===== src/hw/rtl/pidff_pkg.sv =====
`timescale 1ns / 1ps

package pidff_pkg;

    localparam int unsigned DataW = 32;
    localparam int unsigned CfgW = 64;
    localparam int unsigned IdxW = 3;

    localparam logic [IdxW-1:0] REG_GAIN_P = 3'd0;
    localparam logic [IdxW-1:0] REG_GAIN_I = 3'd1;
    localparam logic [IdxW-1:0] REG_GAIN_D = 3'd2;
    localparam logic [IdxW-1:0] REG_GAIN_F = 3'd3;
    localparam logic [IdxW-1:0] REG_LIMITS = 3'd4;
    localparam logic [IdxW-1:0] REG_BANDS = 3'd5;
    localparam logic [IdxW-1:0] REG_SPEED = 3'd6;
    localparam logic [IdxW-1:0] REG_DFIRST = 3'd7;

    localparam logic signed [DataW-1:0] ONE_Q16 = 32'sh0001_0000;
    localparam logic signed [DataW-1:0] ZERO_Q16 = 32'sh0;

    typedef enum logic [4:0] {
        ST_IDLE,
        ST_ERR,
        ST_DZ,
        ST_SPEED,
        ST_DIV,
        ST_DIVDONE,
        ST_MUL_P,
        ST_P,
        ST_MUL_IE,
        ST_IE,
        ST_MUL_IR,
        ST_IR,
        ST_INTEG,
        ST_MUL_D,
        ST_D,
        ST_MUL_F,
        ST_F,
        ST_SUM,
        ST_OUT
    } state_t;

    // request to the shared multiplier
    typedef struct packed {
        logic start;
        logic signed [DataW-1:0] a;
        logic signed [DataW-1:0] b;
    } mul_req_t;

    typedef struct packed {
        logic done;
        logic signed [DataW-1:0] q;
    } mul_rsp_t;

    function automatic logic signed [DataW-1:0] sat32(input logic signed [DataW+3:0] x);
        logic signed [DataW+3:0] hi;
        logic signed [DataW+3:0] lo;
        hi = {{4{1'b0}}, 1'b0, {(DataW-1){1'b1}}};
        lo = {{4{1'b1}}, 1'b1, {(DataW-1){1'b0}}};
        if (x > hi)
        begin
            return hi[DataW-1:0];
        end
        else if (x < lo)
        begin
            return lo[DataW-1:0];
        end
        return x[DataW-1:0];
    endfunction

endpackage


===== src/hw/rtl/pidff_mul.sv =====
`timescale 1ns / 1ps

module pidff_mul
    import pidff_pkg::*;
(
    input  logic     clk,
    input  logic     rst_n,
    input  mul_req_t req,
    output mul_rsp_t rsp
);

    logic signed [63:0] prod_reg;
    logic signed [63:0] prod_next;
    logic               done_reg;
    logic signed [47:0] shifted;

    assign prod_next = 64'(req.a) * 64'(req.b);
    // arithmetic shift is a floor
    assign shifted = 48'(prod_reg >>> 16);

    always_ff @(posedge clk or negedge rst_n)
    begin
        if (!rst_n)
        begin
            done_reg <= 1'b0;
        end
        else
        begin
            done_reg <= req.start;
        end
    end

    always_ff @(posedge clk)
    begin
        if (req.start)
        begin
            prod_reg <= prod_next;
        end
    end

    always_comb
    begin
        rsp.done = done_reg;
        if (shifted > 48'sh0000_7FFF_FFFF)
        begin
            rsp.q = 32'sh7FFF_FFFF;
        end
        else if (shifted < -48'sh0000_8000_0000)
        begin
            rsp.q = 32'sh8000_0000;
        end
        else
        begin
            rsp.q = shifted[31:0];
        end
    end

endmodule


===== config.mk =====
export PLATFORM = sky130hd
export DESIGN_NAME = pidff_mul
export DESIGN_NICKNAME = d
export VERILOG_FILES = /design/src/hw/rtl/pidff_pkg.sv /design/src/hw/rtl/pidff_mul.sv
export SDC_FILE = /design/constraint.sdc
export NUM_CORES = 2
export LEC_CHECK = 0
export BUFFER_PORTS_ARGS = -buffer_cell sky130_fd_sc_hd__buf_2
export CAP_MARGIN = 20
export CELL_PAD_IN_SITES_DETAIL_PLACEMENT = 0
export CELL_PAD_IN_SITES_GLOBAL_PLACEMENT = 1
export CORE_UTILIZATION = 30
export DETAILED_ROUTE_END_ITERATION = 6
export PLACE_DENSITY_LB_ADDON = 0.1
export SYNTH_ARGS = -nofsm -noshare
export SYNTH_HDL_FRONTEND = slang
export SYNTH_SLANG_ARGS = --single-unit

===== constraint.sdc =====
create_clock -name clk -period 2.3 [get_ports clk]
set_input_delay 0.345 -clock clk [delete_from_list [all_inputs] [get_ports clk]]
set_output_delay 0.345 -clock clk [all_outputs]
set_load 0.02 [all_outputs]

==> flow_summary_export.csv <==
group,metric,value,unit
synthesis,synth-edff-count,48,
synthesis,yosysWarnings,0,
synthesis,synth_area,0.0374,mm^2
floorplan,dieArea,0.126,mm^2
cells_and_area,antennaDiodeCount,0,
route,dr.pass1.iters,6,
route,via_count,25961,
synthesis,yosys_most_used_dff,"edfxtp_1",
clocking,htree_levels,2,
cells_and_area,instances_no_fill,5945,
setup_path,endpoint_kind,"flop",
synthesis,syn_inst,3878,
clocking,clock-sinks,49,
run_status,violations,"setup timing",
cells_and_area,largest_reg_flops,48,
floorplan,die_x,355,um
placed_design,place_congestion,0.807,
route,routed_wl,117,mm
timing,hold_viol,0,
timing,rsz0062_at_grt,"true",
placed_design,place_hpwl,106,mm
run,cap_violations,0,
route,postRouteAntennaNets,0,
synthesis,yosys.cell_types.count,60,
timing,max_freq,0.141,GHz
cells_and_area,nNetsFinal,5635,
timing,worst_pin_slew,419,ps
global_route,antenna_found_initial,3,
floorplan,start_util,30.2,%
global_route,grt_pass1_wl,182,mm
setup_path,setup.worst_path.start_class,"input port",
cells_and_area,fill_cells,12772,
clocking,clockRootBuffer,"clkbuf_16",
worst_hold_path,hold_class,"input port to asynchronous set/reset pin",
route,viasPerCell,4.37,
global_route,grt_max_degree,50,
setup_path,cpPeakStageDelay,550,ps
clocking,clockBufferDepth,2,
floorplan,core_area,0.124,mm^2
timing,slew_violations,0,
placed_design,pre_cts_ws,-5640,ps
synthesis,ys_ff_latch,49,
route,wl_per_cell,19.6,um
route,drc,0,
synthesis,syn_nets,5206,
setup_path,critPathMaxFanout,6,
placed_design,io_buffer_count,99,
timing,postLayoutSetupSlackWorst,-4800,ps
cells_and_area,fin_util,37.6,%
floorplan,die_y,355,um
synthesis,avgSynthCellArea,9.64,um^2
timing,setup_viol,48,
cells_and_area,drive_above_1_share,21.4,%
setup_path,crit_arrival,7130,ps
route,routed-wl-met2,66.0,mm
setup_path,crit_slowest_cell,"fa_1",
timing,maxSlewHeadroom,72.1,%
global_route,first_global_vias,30271,
setup_path,required,2330,ps
clocking,clkTransAtPathRegs,70,ps
route,wl_met1,47.1,mm
floorplan,rows,129,
clocking,numCtsBuffers,5,
synthesis,postSynth.asyncResetShare,2.04,%
global_route,grt_usage,19.1,%
clocking,cts_tree,"done",
cells_and_area,syn_to_final_growth,24.5,%
timing,period_minus_slack,7100,ps
global_route,grt_overflow_total,0,
placed_design,detailed_place.area,0.0438,mm^2
floorplan,io_pins,100,
timing,fin_crit_sh,309,%
synthesis,ys_seq_area_share,3.92,%
placed_design,place_inst,5880,
cells_and_area,fin_area,0.0465,mm^2
run_status,status,"finished, violations left",
route,drt_iter0_markers,831,
route,route.met3.wl,1.27,mm
setup_path,cpMostUsedCell,"fa_1",
route,top_layer_used,"met4",
setup_path,crit_type,"input port to flop",
[worst max-delay path, delay by kind of cell]
| kind | cells | cell delay (ps) |
|---|---|---|
| buf+inv | 12 | 1060 |
| fa+ha+maj | 9 | 4210 |
| xor+xnor | 1 | 200 |
| simple gates | 2 | 290 |
| compound gates | 6 | 1000 |
[metal layers]
metal	GRT usage (%)	vias up
met3	0.703	70
met4	2.65	0
li1	-	11899
met2	37.5	211
met1	23.2	13781
met5	0	-
[worst max-delay path by stage]
| stage | from | to | slack [ps] | depth (start not counted) |
|---|---|---|---|---|
| after floorplan | req[7] | prod_reg[63]$_DFFE_PP_ | -4850 | 26 |
| after global placement | req[8] | prod_reg[59]$_DFFE_PP_ | -5620 | 23 |
| after detailed placement | req[9] | prod_reg[59]$_DFFE_PP_ | -5640 | 24 |
| after CTS | req[63] | prod_reg[59]$_DFFE_PP_ | -4860 | 28 |
| after global routing | req[7] | prod_reg[49]$_DFFE_PP_ | -5030 | 28 |
| final | req[7] | prod_reg[34]$_DFFE_PP_ | -4800 | 30 |
[through the flow]
| step | hold slack (ps) | TNS [ps] |
|---|---|---|
| 2_1_floorplan | 49.4 | -203160 |
| 3_3_place_gp | 119 | -248780 |
| 3_5_place_dp | 121 | -248400 |
| 4_1_cts | 324 | -217130 |
| 5_1_grt | 331 | -226360 |
| 6_report | 341 | -214890 |
[repair_timing]
action / in CTS / in global routing
gates cloned: 1 / 6
buffers inserted: 55 / 20
hold buffers: 1 / 0
pin swaps: 124 / 113
hold endpoints to repair: 1 / 0
resized for setup: 306 / 169
endpoints found under the setup margin: 55 / 69
[layout by cell type (no fill, tap or decap), types with 6 or more instances in the layout]
master     instances
a21o_1            47
a21oi_1           33
a21oi_2           19
a21oi_4            7
and2_1           490
and2_4            19
buf_12            75
buf_2             47
buf_4            408
buf_6             60
buf_8             28
clkbuf_16         11
edfxtp_1          48
fa_1            1020
fa_2              61
ha_1             149
ha_4              26
inv_1            940
inv_2             18
nand2_1          496
nand2_2           16
nand2_4            8
nand2b_1          10
nand3_1           13
nand4_1           12
nor2_1            35
nor2_4             6
o21ai_0            7
o21ai_1            6
o21ai_2           10
o21bai_1           9
xnor2_1           25
xnor2_2           12
xor2_1             8
xor2_2            11
[cells in the mapped netlist, drive strengths merged, types with 2 or more instances]
cell | number | share of area [%]
a211oi | 3 | 0.060
a21o | 47 | 0.94
a21oi | 59 | 0.79
a221oi | 3 | 0.13
a22oi | 3 | 0.060
a31oi | 6 | 0.12
a41oi | 2 | 0.047
and2 | 509 | 8.5
and3 | 8 | 0.13
clkbuf | 209 | 2.1
edfxtp | 48 | 3.9
fa | 1081 | 58
ha | 180 | 6.0
inv | 963 | 9.7
nand2 | 520 | 5.2
nand2b | 11 | 0.18
nand3 | 15 | 0.20
nand4 | 12 | 0.20
nand4b | 2 | 0.047
nor2 | 43 | 0.43
nor2b | 5 | 0.084
nor3 | 9 | 0.15
nor4 | 5 | 0.10
o2111ai | 2 | 0.047
o211ai | 2 | 0.040
o21a | 2 | 0.040
o21ai | 26 | 0.36
o21ba | 2 | 0.054
o21bai | 12 | 0.24
o31a | 3 | 0.070
o31ai | 6 | 0.19
o41ai | 2 | 0.067
xnor2 | 40 | 0.94
xor2 | 22 | 0.52
[final cells by class]
cell class                 count  area, um^2  share of cell area [%]
sequential                    49        1470                    3.15
inverter                     963        3630                    7.80
clock buffer                   5         125                   0.269
tap                         1637        2050                    4.40
multi-input combinational   2656       33000                    71.0
clock inverter                 3        16.3                  0.0350
timing repair buffer         632        6190                    13.3
[cell families (layout without fill, tap and decap cells)]
group,count (synthesis),after routing,share of synthesized area (%)
simple gates,1142,1142,15.3
mux,1,1,0.0268
fa+ha+maj,1261,1261,63.9
flops,49,49,3.92
buf+inv,1173,1603,11.8
compound gates,190,190,3.54
xor+xnor,62,62,1.45
Power is left out: the tool's default activity adds up to more than one toggle a clock period on the data nets, which glitch-free logic cannot reach.
