[src/hw/rtl/pidff_pkg.sv]
`timescale 1ns / 1ps

package pidff_pkg;

    localparam int unsigned DataW = 32;
    localparam int unsigned CfgW = 64;
    localparam int unsigned IdxW = 3;

    localparam logic [IdxW-1:0] REG_GAIN_P = 3'd0;
    localparam logic [IdxW-1:0] REG_GAIN_I = 3'd1;
    localparam logic [IdxW-1:0] REG_GAIN_D = 3'd2;
    localparam logic [IdxW-1:0] REG_GAIN_F = 3'd3;
    localparam logic [IdxW-1:0] REG_LIMITS = 3'd4;
    localparam logic [IdxW-1:0] REG_BANDS = 3'd5;
    localparam logic [IdxW-1:0] REG_SPEED = 3'd6;
    localparam logic [IdxW-1:0] REG_DFIRST = 3'd7;

    localparam logic signed [DataW-1:0] ONE_Q16 = 32'sh0001_0000;
    localparam logic signed [DataW-1:0] ZERO_Q16 = 32'sh0;

    typedef enum logic [4:0] {
        ST_IDLE,
        ST_ERR,
        ST_DZ,
        ST_SPEED,
        ST_DIV,
        ST_DIVDONE,
        ST_MUL_P,
        ST_P,
        ST_MUL_IE,
        ST_IE,
        ST_MUL_IR,
        ST_IR,
        ST_INTEG,
        ST_MUL_D,
        ST_D,
        ST_MUL_F,
        ST_F,
        ST_SUM,
        ST_OUT
    } state_t;

    // request to the shared multiplier
    typedef struct packed {
        logic start;
        logic signed [DataW-1:0] a;
        logic signed [DataW-1:0] b;
    } mul_req_t;

    typedef struct packed {
        logic done;
        logic signed [DataW-1:0] q;
    } mul_rsp_t;

    function automatic logic signed [DataW-1:0] sat32(input logic signed [DataW+3:0] x);
        logic signed [DataW+3:0] hi;
        logic signed [DataW+3:0] lo;
        hi = {{4{1'b0}}, 1'b0, {(DataW-1){1'b1}}};
        lo = {{4{1'b1}}, 1'b1, {(DataW-1){1'b0}}};
        if (x > hi)
        begin
            return hi[DataW-1:0];
        end
        else if (x < lo)
        begin
            return lo[DataW-1:0];
        end
        return x[DataW-1:0];
    endfunction

endpackage

[src/hw/rtl/pidff_div.sv]
`timescale 1ns / 1ps

module pidff_div
    import pidff_pkg::*;
(
    input  logic        clk,
    input  logic        rst_n,
    input  logic        start,
    input  logic [47:0] num,
    input  logic [32:0] den,
    output logic        busy,
    output logic [16:0] quo
);

    // restoring division, one quotient bit per cycle; quotient fits in 17 bits
    logic [47:0] rem_reg;
    logic [47:0] rem_next;
    logic [47:0] q_reg;
    logic [47:0] q_next;
    logic [5:0]  cnt_reg;
    logic [5:0]  cnt_next;
    logic [32:0] den_reg;
    logic [48:0] trial;

    always_comb
    begin
        rem_next = rem_reg;
        q_next = q_reg;
        cnt_next = cnt_reg;
        trial = {rem_reg, q_reg[47]} - {16'd0, den_reg};
        if (start)
        begin
            rem_next = '0;
            q_next = num;
            cnt_next = 6'd48;
        end
        else if (cnt_reg != 6'd0)
        begin
            cnt_next = cnt_reg - 6'd1;
            if (!trial[48])
            begin
                rem_next = trial[47:0];
                q_next = {q_reg[46:0], 1'b1};
            end
            else
            begin
                rem_next = {rem_reg[46:0], q_reg[47]};
                q_next = {q_reg[46:0], 1'b0};
            end
        end
    end

    always_ff @(posedge clk or negedge rst_n)
    begin
        if (!rst_n)
        begin
            cnt_reg <= '0;
        end
        else
        begin
            cnt_reg <= cnt_next;
        end
    end

    always_ff @(posedge clk)
    begin
        rem_reg <= rem_next;
        q_reg <= q_next;
        if (start)
        begin
            den_reg <= den;
        end
    end

    assign busy = (cnt_reg != 6'd0);
    assign quo = q_reg[16:0];

endmodule

[config.mk]
export PLATFORM = sky130hd
export DESIGN_NAME = pidff_div
export DESIGN_NICKNAME = d
export VERILOG_FILES = /design/src/hw/rtl/pidff_pkg.sv /design/src/hw/rtl/pidff_div.sv
export SDC_FILE = /design/constraint.sdc
export NUM_CORES = 1
export LEC_CHECK = 0
export ABC_AREA = 1
export ABC_CLOCK_PERIOD_IN_PS = 3100
export CELL_PAD_IN_SITES_DETAIL_PLACEMENT = 1
export CELL_PAD_IN_SITES_GLOBAL_PLACEMENT = 1
export CORE_MARGIN = 8
export CORE_UTILIZATION = 43
export DETAILED_ROUTE_END_ITERATION = 8
export DONT_BUFFER_PORTS = 1
export HOLD_SLACK_MARGIN = 0.08
export PLACE_DENSITY_LB_ADDON = 0.1
export SLEW_MARGIN = 25
export SYNTH_ARGS = -nofsm -noshare
export SYNTH_HDL_FRONTEND = slang
export SYNTH_SLANG_ARGS = --single-unit
[constraint.sdc]
create_clock -name clk -period 3.1 [get_ports clk]
set_input_delay 0.31 -clock clk [delete_from_list [all_inputs] [get_ports clk]]
set_output_delay 0.31 -clock clk [all_outputs]
set_load 0.05 [all_outputs]
==> metrics list <==
* Hold path depth: 2
* Worst max-slew margin expressed relative to the limit: 55.7%
* Final hold violation count: 0
* CTS Buffer Depth: 2
- Counting the buffers created by CTS gives 17.
* Peak supply drop: 0.000345 V
- Power spread over the standard cell area amounts to 499 nW/µm².
- For flop-to-flop paths, the worst setup slack is 0.32 ns.
- Transition time at the pin with the least slew margin: 0.662 ns
- For this run, the leading register cell type out of synthesis is sky130_fd_sc_hd__edfxtp_1.
- Placeable Area: 21600 µm²
- Counting flops with a built-in enable in the synthesized netlist gives 81.
* RSZ-0062 raised after global routing: false
* Clock sink count: 135
- Global-route usage over all layers: 23.7%
- The first routing iteration left 460 violations.
- Number of I/O port buffers: 0
- STA classifies the critical path endpoint as a flip-flop.
- Post-layout power: 5.45 mW
- Capturing point of the worst reg2reg path: rem_reg[23]
- STA puts the critical path data arrival time at 3.12 ns.
- First-pass GRT wire length: 49.2 mm
- Worst setup path category: reg -> reg
- In the post-synthesis netlist, the biggest area contributors are sky130_fd_sc_hd__nand2_1, sky130_fd_sc_hd__edfxtp_1, sky130_fd_sc_hd__dfxtp_1, sky130_fd_sc_hd__inv_1, sky130_fd_sc_hd__nand3_1.
- After synthesis, the mean cell area works out to 6.44 µm².
* Number of cell rows: 54
- DR vias: 8961
* Highest Clock Rate: 360 MHz
- Data on the critical path is required at its endpoint by 3.44 ns.
- The H-tree generated during clock tree synthesis spans 4 levels.
- Max-slew violation total from the final report: 0
- The repair_antennas step left the layout with diodes totalling 0.
* Sequential cell area fraction in the yosys report: 38.1%
- Clock root buffer master: sky130_fd_sc_hd__clkbuf_16
- The congestion estimate from routability-driven global placement came to 0.939.
- The Yosys step of the flow raised 0 warnings.
- After synthesis, the share of flip-flops with an asynchronous set or reset is 4.44%.
- CTS tree: done
- The die is 163 µm tall.
- Width of the die: 163 µm
- The post-route netlist has 3.62% of its cells at a drive strength greater than 1.
* DRC violation count after routing: 0
* Post-CTS setup buffers: 0
- Final routed wire length divided by cell count: 17.2 µm
* Cell type with the highest aggregate area in the netlist: sky130_fd_sc_hd__nand2_1
* Largest net degree at the start of global routing: 67
- The worst setup path is launched from a flip-flop.
- By count the netlist is led by sky130_fd_sc_hd__nand2_1, sky130_fd_sc_hd__inv_1, sky130_fd_sc_hd__nor2_1, sky130_fd_sc_hd__nand3_1, sky130_fd_sc_hd__edfxtp_1.
- Overflow left after global routing: 0
- In this run the count of I/O pins placed on the die edge is 102.
- In the routed layout, each cell is associated on average with a via count of 4.98.
* Final sum of negative setup slack: 0 ns
* Total wire length: 31.0 mm
* Post-Synthesis Cell Area: 9310 µm²
* Number of search-and-repair iterations in the first detailed-routing pass: 6
* Flops & latches, synth: 135
- In this run the static leakage power is 5.96 nW.
- sky130_fd_sc_hd__nand2_1 is the most common cell in the netlist.
* Gate count of the mapped netlist: 1446
- Source of the critical timing path: q_reg[47]
* Clock period minus final worst setup slack: 2.78 ns
- Initial antenna violation count: 0
* Final Setup Violations: 0
- Fin crit share: 89.7%
- The net count of the finished layout is 1627.
* Later-pin clock latency in the skew report: 0.45 ns
- Post-Route Skew: 0.0142 ns
- Counting distinct cell types in the post-synthesis netlist gives 38.
- Syn nets: 1565
- Synthesis-to-finish area growth: 17.4%
- The die covers 26600 µm².
- DRT antenna net count: 0
- Clock-pin transition on the worst setup and hold timing paths: 0.07 ns
* Run status: finished clean
- Estimated wirelength of the detail-placed design: 21.7 mm
- Max-cap violations in this run came to 0.
* Initial Util: 43.2%
- Min-delay src: num[47]
- Number of cells on the worst reg-to-reg path: 17
* Reg-to-reg critical path startpoint: q_reg[47]
- Critical Path Fanout Max: 13
- Number of global-route vias before repair: 9561
- Worst Hold Endpoint: q_reg[47]
* Hold/Removal Path Class: in -> reg
- The synthesized design devotes to its leading area cell type 27.0% of total area.
## worst max-delay path, stage by stage, from the launching register on
cell                       delay (ns)
sky130_fd_sc_hd__edfxtp_1        0.36
sky130_fd_sc_hd__inv_1           0.09
sky130_fd_sc_hd__ha_1            0.16
sky130_fd_sc_hd__inv_1           0.06
sky130_fd_sc_hd__fa_1            0.41
sky130_fd_sc_hd__nand3_1         0.12
sky130_fd_sc_hd__nand3_1         0.15
sky130_fd_sc_hd__nand2_1         0.09
sky130_fd_sc_hd__nand2_1         0.11
sky130_fd_sc_hd__nand2_1         0.09
sky130_fd_sc_hd__nand2_1         0.12
sky130_fd_sc_hd__nand2_2         0.14
sky130_fd_sc_hd__nand4_4         0.16
sky130_fd_sc_hd__nand2_2         0.15
sky130_fd_sc_hd__buf_4           0.23
sky130_fd_sc_hd__nand2_1         0.09
sky130_fd_sc_hd__nand3_1         0.09
sky130_fd_sc_hd__nand2_1         0.05
## area by class of cell
cell class,count,area [µm²]
multi-input combinational,1015,4570
inverter,249,937
clock buffer,19,433
fill,2860,10600
tap,280,350
sequential,135,3540
clock inverter,13,171
timing repair buffer,90,921
## cell usage in the layout, fill, tap and decap left out, types with 4 or more instances in the layout
master,count
sky130_fd_sc_hd__edfxtp_1,81
sky130_fd_sc_hd__clkinv_4,5
sky130_fd_sc_hd__dfxtp_1,48
sky130_fd_sc_hd__nand3b_1,5
sky130_fd_sc_hd__ha_1,34
sky130_fd_sc_hd__dfrtp_1,6
sky130_fd_sc_hd__nor2_1,103
sky130_fd_sc_hd__nand2_2,4
sky130_fd_sc_hd__nor3_1,9
sky130_fd_sc_hd__clkbuf_16,17
sky130_fd_sc_hd__nand2_1,668
sky130_fd_sc_hd__nand4_1,11
sky130_fd_sc_hd__nand3_1,98
sky130_fd_sc_hd__dlygate4sd3_1,80
sky130_fd_sc_hd__inv_1,245
sky130_fd_sc_hd__buf_4,7
sky130_fd_sc_hd__o21bai_1,4
sky130_fd_sc_hd__a21oi_1,22
sky130_fd_sc_hd__o21ai_0,14
sky130_fd_sc_hd__xnor2_1,18
sky130_fd_sc_hd__xor2_1,6
## where the power goes
| part | switching (mW) | total, mW | leakage, nW | internal, mW |
|---|---|---|---|---|
| Sequential | 0.136 | 2.18 | 1.31 | 2.04 |
| Clock | 0.910 | 2.19 | 0.290 | 1.28 |
| Combinational | 0.694 | 1.08 | 4.36 | 0.389 |
## repair_timing
action | CTS | global route
endpoints found under the hold margin | 118 | 2
hold buffers | 79 | 2
endpoints found under the setup margin | 0 | 70
gates resized for setup | 0 | 3
## kinds of logic after synthesis
logic type,count (synthesis),synth area share [%]
buffers and inverters,296,13.0
DFF,135,38.1
and+or+nand+nor,910,39.2
xor gates and xnor gates,24,2.26
adders and majority gates,35,4.79
AOI/OAI and AO/OA,46,2.72
## per-stage QoR
step / cell area (µm²) / instances / util, % / hold slack (ns) / setup WS (ns)
3_5_place_dp: 9480 / 1688 / 44.0 / 0.0147 / 0.318
3_3_place_gp: 9480 / 1688 / 44.0 / 0.0146 / 0.410
5_1_grt: 10900 / 1801 / 50.7 / 0.0867 / 0.0380
2_1_floorplan: 9310 / 1446 / - / 0.0144 / 0.132
4_1_cts: 10900 / 1799 / 50.6 / 0.0828 / 0.224
6_report: 10900 / 1801 / 50.7 / 0.0931 / 0.319
## routing by layer
| layer | share of wire [%] | vias to the layer above | track usage [%] | wire (µm) |
|---|---|---|---|---|
| met3 | 4.4 | 47 | 4.89 | 1380 |
| met1 | 46 | 4214 | 29.2 | 14100 |
| met4 | 2.1 | 0 | 7.71 | 650 |
| met5 | 0 | - | 0 | 0 |
| met2 | 48 | 196 | 40.6 | 14800 |
| li1 | - | 4504 | - | - |
## worst max path at each step
stage / to / slack [ns] / depth (start not counted)
floorplan: q_reg[0] / 0.13 / 11
global placement: rem_reg[2] / 0.41 / 17
detailed placement: rem_reg[14] / 0.32 / 17
CTS: rem_reg[23] / 0.22 / 17
global route: rem_reg[40] / 0.04 / 18
finish: rem_reg[23] / 0.32 / 17
No activity file was read; power rests on OpenSTA's default activity.
